==> config.mk <==
export PLATFORM = sky130hd
export DESIGN_NAME = rvss_rf
export DESIGN_NICKNAME = d
export VERILOG_FILES = /design/src/hw/rtl/rvss_pkg.sv /design/src/hw/rtl/rvss_rf.sv
export SDC_FILE = /design/constraint.sdc
export NUM_CORES = 1
export LEC_CHECK = 0
export BUFFER_PORTS_ARGS = -buffer_cell sky130_fd_sc_hd__buf_2
export CAP_MARGIN = 40
export CORE_ASPECT_RATIO = 1.25
export CORE_UTILIZATION = 40
export CTS_CLUSTER_DIAMETER = 40
export CTS_CLUSTER_SIZE = 24
export DETAILED_ROUTE_END_ITERATION = 10
export GPL_ROUTABILITY_DRIVEN = 1
export SYNTH_ARGS = -nofsm -noshare
export SYNTH_HDL_FRONTEND = slang
export SYNTH_SLANG_ARGS = --single-unit
==> constraint.sdc <==
create_clock -name clk -period 5.13 [get_ports clk]
set_input_delay 0.2565 -clock clk [delete_from_list [all_inputs] [get_ports clk]]
set_output_delay 0.2565 -clock clk [all_outputs]
set_load 0.005 [all_outputs]
==> src/hw/rtl/rvss_pkg.sv <==
package rvss_pkg;

    localparam int MEM_AW   = 16;
    localparam int MEM_BYTES = 1 << MEM_AW;
    localparam int ROWS     = MEM_BYTES / 4;
    localparam int ROW_W    = MEM_AW - 2;
    localparam int NUM_REGS = 32;
    localparam int REG_AW   = $clog2(NUM_REGS);

    localparam logic [31:0] PC_RESET = 32'h0000_1000;

    localparam logic [6:0] OP_REG    = 7'h33;
    localparam logic [6:0] OP_LOAD   = 7'h03;
    localparam logic [6:0] OP_STORE  = 7'h23;
    localparam logic [6:0] OP_BRANCH = 7'h63;
    localparam logic [6:0] F7_ADD    = 7'h00;
    localparam logic [6:0] F7_SUB    = 7'h20;
    localparam logic [2:0] F3_ADD    = 3'd0;
    localparam logic [2:0] F3_WORD   = 3'd2;
    localparam logic [2:0] F3_BEQ    = 3'd0;

    typedef enum logic [1:0] {
        CMD_LOAD = 2'd0,
        CMD_EXEC = 2'd1,
        CMD_RREG = 2'd2,
        CMD_RMEM = 2'd3
    } cmd_t;

    typedef enum logic [2:0] {
        ST_CLEAR,
        ST_IDLE,
        ST_RD,
        ST_EXEC,
        ST_LOAD
    } st_t;

    typedef logic [3:0][ROW_W-1:0] rows_t;
    typedef logic [3:0][7:0]       lanes_t;

    typedef struct packed {
        logic       rd_en;
        rows_t      rd_row;
        logic [3:0] wr_en;
        rows_t      wr_row;
        lanes_t     wr_data;
    } mem_req_t;

    typedef struct packed {
        logic              ra_en;
        logic [REG_AW-1:0] ra;
        logic              rb_en;
        logic [REG_AW-1:0] rb;
        logic              we;
        logic [REG_AW-1:0] wa;
        logic [31:0]       wd;
    } rf_req_t;

    typedef struct packed {
        logic [31:0] pc_now;
        logic        reg_write_done;
        logic [4:0]  dest_index;
        logic [31:0] dest_value;
        logic        store_done;
        logic [15:0] store_address;
        logic [31:0] store_word;
        logic        branch_taken;
        logic        unknown_opcode;
        logic [31:0] read_value;
    } res_t;

    // row of each bank for a word starting at addr; lanes below the start wrap to the next row
    function automatic rows_t word_rows(input logic [MEM_AW-1:0] addr);
        rows_t             rows;
        logic [ROW_W-1:0]  r;
        r = addr[MEM_AW-1:2];
        for (int k = 0; k < 4; k++) begin
            rows[k] = (2'(k) >= addr[1:0]) ? r : r + ROW_W'(1);
        end
        return rows;
    endfunction

    function automatic logic [31:0] lane_word(input lanes_t q, input logic [1:0] l);
        lanes_t wb;
        for (int i = 0; i < 4; i++) begin
            wb[i] = q[2'(l + 2'(i))];
        end
        return wb;
    endfunction

    function automatic lanes_t word_lanes(input logic [31:0] w, input logic [1:0] l);
        lanes_t d;
        lanes_t wb;
        wb = w;
        for (int k = 0; k < 4; k++) begin
            d[k] = wb[2'(2'(k) - l)];
        end
        return d;
    endfunction

endpackage

==> src/hw/rtl/rvss_rf.sv <==
module rvss_rf (
    input  logic              clk,
    input  logic              rst_n,
    input  rvss_pkg::rf_req_t req,
    output logic [31:0]       a,
    output logic [31:0]       b
);

    logic [31:0]                   mem [rvss_pkg::NUM_REGS];
    logic [rvss_pkg::NUM_REGS-1:0] vld_reg;
    logic [rvss_pkg::NUM_REGS-1:0] vld_next;
    logic [31:0]                   qa_reg;
    logic [31:0]                   qb_reg;
    logic                          oka_reg;
    logic                          okb_reg;

    always_ff @(posedge clk)
    begin
        if (req.we)
        begin
            mem[req.wa] <= req.wd;
        end
        if (req.ra_en)
        begin
            qa_reg <= mem[req.ra];
        end
        if (req.rb_en)
        begin
            qb_reg <= mem[req.rb];
        end
    end

    always_comb
    begin
        vld_next = vld_reg;
        if (req.we)
        begin
            vld_next[req.wa] = 1'b1;
        end
    end

    // never-written entries and x0 read as zero
    always_ff @(posedge clk or negedge rst_n)
    begin
        if (!rst_n)
        begin
            vld_reg <= '0;
            oka_reg <= 1'b0;
            okb_reg <= 1'b0;
        end
        else
        begin
            vld_reg <= vld_next;
            if (req.ra_en)
            begin
                oka_reg <= (req.ra != '0) && vld_reg[req.ra];
            end
            if (req.rb_en)
            begin
                okb_reg <= (req.rb != '0) && vld_reg[req.rb];
            end
        end
    end

    assign a = oka_reg ? qa_reg : '0;
    assign b = okb_reg ? qb_reg : '0;

endmodule

==> results.yml, run 1 <==
status:
  status: "complete, no violations"
cts:
  cts_num_sinks: 1121
  post_cts_resized: 0
  clockRootBuffer: "clkbuf_16"
  clockBufferDepth: 3
  cts_tree: "yes"
  cts_buffers: 120
  path_clk_slew_ps: 70
  clock_latency_ps: 740
  cts_max_level: 3
timing:
  hold_viol_final: 0
  fin_worst_skew_ps: 27.0
  max_freq_mhz: 361
  slew_violations: 0
  setup_violations: 0
  worstMarginPinSlew_ps: 1020
  finalSetupTns_ps: 0
  rsz0062_at_grt: "false"
  relSlewSlack: 0.320
  finalCritPeriodShare: 0.540
  worst_slack_ps: 2360
  final.min_clock_period_ps: 2770
global_routing:
  antenna_found_initial: 3
  grt-ovfl-total: 0
  grt_max_degree: 93
  grt_pass1_wl_um: 217000
  grtUsageTotal: 0.241
  grt_use_met3: 0.0391
  grt_use_met2: 0.400
  grt_pass1_vias: 28400
  met1_usage: 0.325
  grt.busiest_layer: "met2"
setup_path:
  critPathMaxFanout: 20
  required_ps: 4870
  max_stage_delay_ps: 720
  critPathKind: "reg -> out"
  worst_setup_path_end_kind: "output port"
  cp.arrival_ps: 2510
  crit_path_start: "okb_reg$_DFFE_PN0P_"
  endpoint: "b[13]"
  r2r_cells: 4
  cp_slowest_cell: "dfrtp_2"
  crit_path_cell_trace: "buf_4 > and2_1 > buf_2"
  reg2reg_slack_ps: 3150
  timing.rr.start: "mem[23][30]$_DFFE_PP_"
  crit-reg2reg-capture: "qb_reg[30]$_DFFE_PP_"
  crit_path_start_kind: "flop"
synth:
  netlist_area_um2: 50900
  ys_ff_latch: 1121
  synth_nets: 2368
  yosys_warnings: 0
  syn_inst: 2316
  ys_seq_area_frac: 0.657
  yosysUniqueCellTypes: 33
  syn_area_per_cell_um2: 22.0
cells_and_area:
  mostFrequentLayoutCell: "edfxtp_1"
  fin_util: 0.464
  fin_cells: 4309
  syn2layout_area_growth_pct: 15.4
  mostFrequentLayoutCells: "1088 x edfxtp_1, 653 x mux4_2, 123 x clkbuf_16"
  drive_above_1_share: 0.436
  fin_area_um2: 58800
  largest_register_ffs: 1024
  fin_nets: 2551
route:
  drt_iter0_drc: 3304
  vias_per_cell: 6.23
  routed_wl_um: 152000
  drt_first_pass_iters: 7
  avgRoutedWirePerCell_um: 35.3
  ant_nets: 0
  vias: 26900
  drc_errors: 0
die:
  dieArea_um2: 129000
  ios: 116
  core_um2: 127000
  row_count: 146
  die_y_um: 401
  die_width_um: 321
  start_util: 0.402
placed_design:
  dpl_cell_area_um2: 54300
  pre_cts_ws_ps: 2100
  place_inst: 4052
  hpwl_um: 87000
  numPortBuffers: 115
  place.gp.congestion: 0.798
hold_path:
  hp-class: "in -> reg"
power:
  p_leak_uw: 0.0187
  max-vdd-ir-drop_uv: 274
  powerDensity_nw_per_um2: 364
flow_run:
  drv_cap: 0
==> how the worst min path moves through the flow <==
stage | startpoint | end | cells past startpoint
floorplan | rst_n | oka_reg$_DFFE_PN0P_ | 0
global placement | rst_n | vld_reg[13]$_DFFE_PN0P_ | 1
detailed placement | rst_n | vld_reg[13]$_DFFE_PN0P_ | 1
CTS | req[3] | mem[4][3]$_DFFE_PP_ | 1
global route | req[3] | mem[4][3]$_DFFE_PP_ | 1
finish | req[5] | mem[21][5]$_DFFE_PP_ | 1
==> per-layer routing <==
layer / part of all wire / up-vias
li1: - / 10400
met1: 0.39 / 15000
met3: 0.073 / 236
met4: 0.029 / 4
met5: 0.00016 / -
met2: 0.51 / 1231
==> critical path, delay by kind of cell (launching register included) <==
family	cells	cell delay (ps)
flip-flops	1	720
buffers and inverters	2	650
AND/OR/NAND/NOR	1	370
==> repair_timing <==
| item | CTS | global route |
|---|---|---|
| endpoints found under the hold margin | 563 | 0 |
| buffers inserted | 0 | 0 |
| hold buffers | 26 | 0 |
==> cell type report <==
class / count / area (um2)
Tap cell: 1702 / 2130
Timing Repair Buffer: 234 / 2100
Multi-Input combinational cell: 958 / 16600
Fill cell: 10300 / 67800
Sequential cell: 1121 / 33500
Inverter: 64 / 240
Clock inverter: 94 / 1110
Clock buffer: 134 / 3120
Antenna cell: 2 / 5.00
==> per-stage QoR <==
stage	hold slack [ps]	power, uW
2_1_floorplan	-39.1	11700
3_3_place_gp	371	12300
3_5_place_dp	383	12400
4_1_cts	2.25	21500
5_1_grt	35.4	22000
6_report	38.8	21400
==> cell usage after synthesis <==
cell type | n | area, um2
a31oi_1 | 1 | 6.26
o221ai_1 | 1 | 8.76
o21ai_1 | 65 | 325
a21oi_1 | 1 | 5.00
nand2_1 | 69 | 259
mux2_2 | 2 | 22.5
mux2i_1 | 8 | 80.1
dfrtp_1 | 33 | 826
a22oi_1 | 2 | 15.0
nand2b_1 | 1 | 6.26
nor4b_1 | 1 | 8.76
buf_6 | 10 | 113
nand3b_1 | 6 | 45.0
edfxtp_1 | 1088 | 32700
nor2b_1 | 3 | 18.8
and2_1 | 64 | 400
a2111o_1 | 1 | 11.3
nand3_1 | 3 | 15.0
or3_1 | 1 | 6.26
or3b_2 | 3 | 26.3
buf_2 | 35 | 175
inv_1 | 64 | 240
and3b_1 | 1 | 8.76
nor2_1 | 36 | 135
or2_2 | 31 | 194
clkbuf_1 | 65 | 244
nand4b_1 | 1 | 8.76
nor3b_1 | 1 | 7.51
and3_1 | 2 | 12.5
mux4_2 | 653 | 14700
buf_1 | 37 | 139
nor4bb_1 | 1 | 10.0
buf_4 | 26 | 195
==> where the power goes <==
part,internal (uW),leakage (uW),switching [uW]
logic,853,0.00648,933
registers,10300,0.0102,150
clock network,5280,0.00203,3920
total,16400,0.0187,5000
==> logic make-up after synthesis <==
| logic type | share of synthesized area |
|---|---|
| buffers and inverters | 0.0217 |
| AO/OA/AOI/OAI | 0.00729 |
| multiplexers | 0.291 |
| AND/OR/NAND/NOR | 0.0228 |
| flip-flops | 0.657 |
No activity file was read; power rests on OpenSTA's default activity.
==> run 2: changes to the inputs <==
==> constraint.sdc (replaced) <==
create_clock -name clk -period 2.7 [get_ports clk]
set_input_delay 0.135 -clock clk [delete_from_list [all_inputs] [get_ports clk]]
set_output_delay 0.135 -clock clk [all_outputs]
set_load 0.005 [all_outputs]
==> run 2 against run 1 <==
Effect of this change:
- first-iteration DRC count is 2.2% lower
- core utilization is 0.83 points higher
- combinational power rose by 95%
- cell count increased by 2.1%
- clock skew down 3.2 ps
- largest power group unchanged
==> results.yml, run 2 (synthesis results as in run 1) <==
hold_path:
  hp-class: "in -> reg"
  hold_start: "req[48]"
route:
  routed-wl-met3_um: 11900
  wl_met1_um: 58300
  ant_nets: 0
  drc_errors: 0
  avgRoutedWirePerCell_um: 34.3
  vias_per_cell: 6.17
  dr.max_layer_used: "met5"
  routed_wl_um: 151000
  vias: 27200
  wl_met2_um: 76100
  drt_iter0_drc: 3232
  drt_first_pass_iters: 5
cells_and_area:
  drive_above_1_share: 0.452
  fin_cells: 4401
  largest_register_ffs: 1024
  syn2layout_area_growth_pct: 17.5
  fin_nets: 2644
  mostFrequentLayoutCells: "1088 x edfxtp_1, 653 x mux4_2, 140 x clkbuf_16"
  regArea_um2: 33500
  fill_cells: 10300
  fin_util: 0.473
  mostFrequentLayoutCell: "edfxtp_1"
  multiInputGateArea_um2: 16600
cts:
  clock_latency_ps: 750
  clockBufferDepth: 3
  path_clk_slew_ps: 60
  cts_max_level: 4
  cts_num_sinks: 1121
  cts_buffers: 133
  cts_setup_buffers: 0
  cts_tree: "yes"
  clockRootBuffer: "clkbuf_16"
setup_path:
  r2r_cells: 4
  timing.rr.start: "mem[15][12]$_DFFE_PP_"
  worst_setup_path_end_kind: "output port"
  endpoint: "b[3]"
  required_ps: 2570
  cp_slowest_cell: "dfrtp_2"
  crit_path_start_kind: "flop"
  critPathMaxFanout: 20
  crit_path_start: "okb_reg$_DFFE_PN0P_"
  critPathKind: "reg -> out"
  reg2reg_slack_ps: 740
  crit_path_cell_trace: "buf_4 > and2_1 > buf_2"
  max_stage_delay_ps: 710
  crit-reg2reg-capture: "qa_reg[12]$_DFFE_PP_"
  cp.arrival_ps: 2250
placed_design:
  place.gp.congestion: 0.802
  place_inst: 4122
  pre_cts_ws_ps: 192
  numPortBuffers: 115
  hpwl_um: 86900
power:
  net-switching-power_uw: 9650
  pwr-share-seq: 0.478
  total_power_uw: 41400
  switching_share: 0.233
  max-vdd-ir-drop_uv: 465
  p_comb_frac: 0.084
  p_int_uw: 31700
  powerDensity_nw_per_um2: 691
  p_leak_uw: 0.0193
  clockPowerShare: 0.438
timing:
  finalCritPeriodShare: 0.883
  final.min_clock_period_ps: 2380
  rsz0062_at_grt: "false"
  fin_worst_skew_ps: 23.8
  worst_slack_ps: 317
  slew_violations: 0
  hold_viol_final: 0
  relSlewSlack: 0.422
  max_freq_mhz: 420
  finalSetupTns_ps: 0
  setup_violations: 0
  worstMarginPinSlew_ps: 867
die:
  core_um2: 127000
  die_y_um: 401
  row_count: 146
  ios: 116
  start_util: 0.402
  dieArea_um2: 129000
  die_width_um: 321
global_routing:
  grt_pass1_wl_um: 214000
  grt-ovfl-total: 0
  antenna_found_initial: 9
  grtUsageTotal: 0.239
  grt_pass1_vias: 28400
  grt_max_degree: 60
status:
  status: "complete, no violations"
flow_run:
  drv_cap: 0
## run 2: cell types whose count changed in the layout (fill, tap and decap cells not counted), sizes merged
cell / delta
inv: +1
dlygate4sd3: +11
clkinv: +2
bufinv: -8
clkinvlp: +1
clkbuf: +16
buf: +69
## run 2: what timing repair did
action	in CTS	in global routing
hold buffers	37	0
hold endpoints to repair	1084	0
resized for setup	0	0
## run 2: critical path, delay by kind of cell (launching register included)
| family | cells | cell delay [ps] |
|---|---|---|
| buffers and inverters | 2 | 530 |
| flip-flops | 1 | 710 |
| AND/OR/NAND/NOR | 1 | 210 |
## run 2: worst min-delay path by stage
stage                             end  slack [ps]  depth (start not counted)
2_1_floorplan     oka_reg$_DFFE_PN0P_        -160                          0
3_3_place_gp   vld_reg[8]$_DFFE_PN0P_         220                          1
3_5_place_dp      oka_reg$_DFFE_PN0P_         240                          1
4_1_cts          qa_reg[14]$_DFFE_PP_          20                          2
5_1_grt          qa_reg[14]$_DFFE_PP_          50                          2
6_report         qa_reg[14]$_DFFE_PP_          70                          2
## run 2: area by class of cell
cell class | count | area share
multi-input cells | 958 | 0.277
flip-flops and latches | 1121 | 0.560
clock inverters | 90 | 0.0158
inverters | 64 | 0.00401
diodes | 2 | 0.0000836
well taps | 1702 | 0.0356
clock buffers | 150 | 0.0595
repair buffers | 314 | 0.0483
## run 2: per-stage QoR
step,hold WS [ps],instance area [um2]
global placement,219,55000
global route,48.7,59800
floorplan,-161,50900
detailed placement,239,55000
finish,73.6,59800
CTS,22.7,59800
## run 2: routing by layer
layer | up-vias | global-route usage
met1 | 15000 | 0.320
li1 | 10600 | -
met5 | - | 0
met4 | 2 | 0.0732
met2 | 1324 | 0.395
met3 | 251 | 0.0462
## run 2: power groups by stage
stage	Sequential [uW]	Combinational (uW)	Clock (uW)
6_report	19800	3490	18100
5_1_grt	19800	3720	19000
4_1_cts	19800	3550	18400
3_5_place_dp	20100	3500	0
3_3_place_gp	20100	3450	0
2_1_floorplan	20000	2190	0
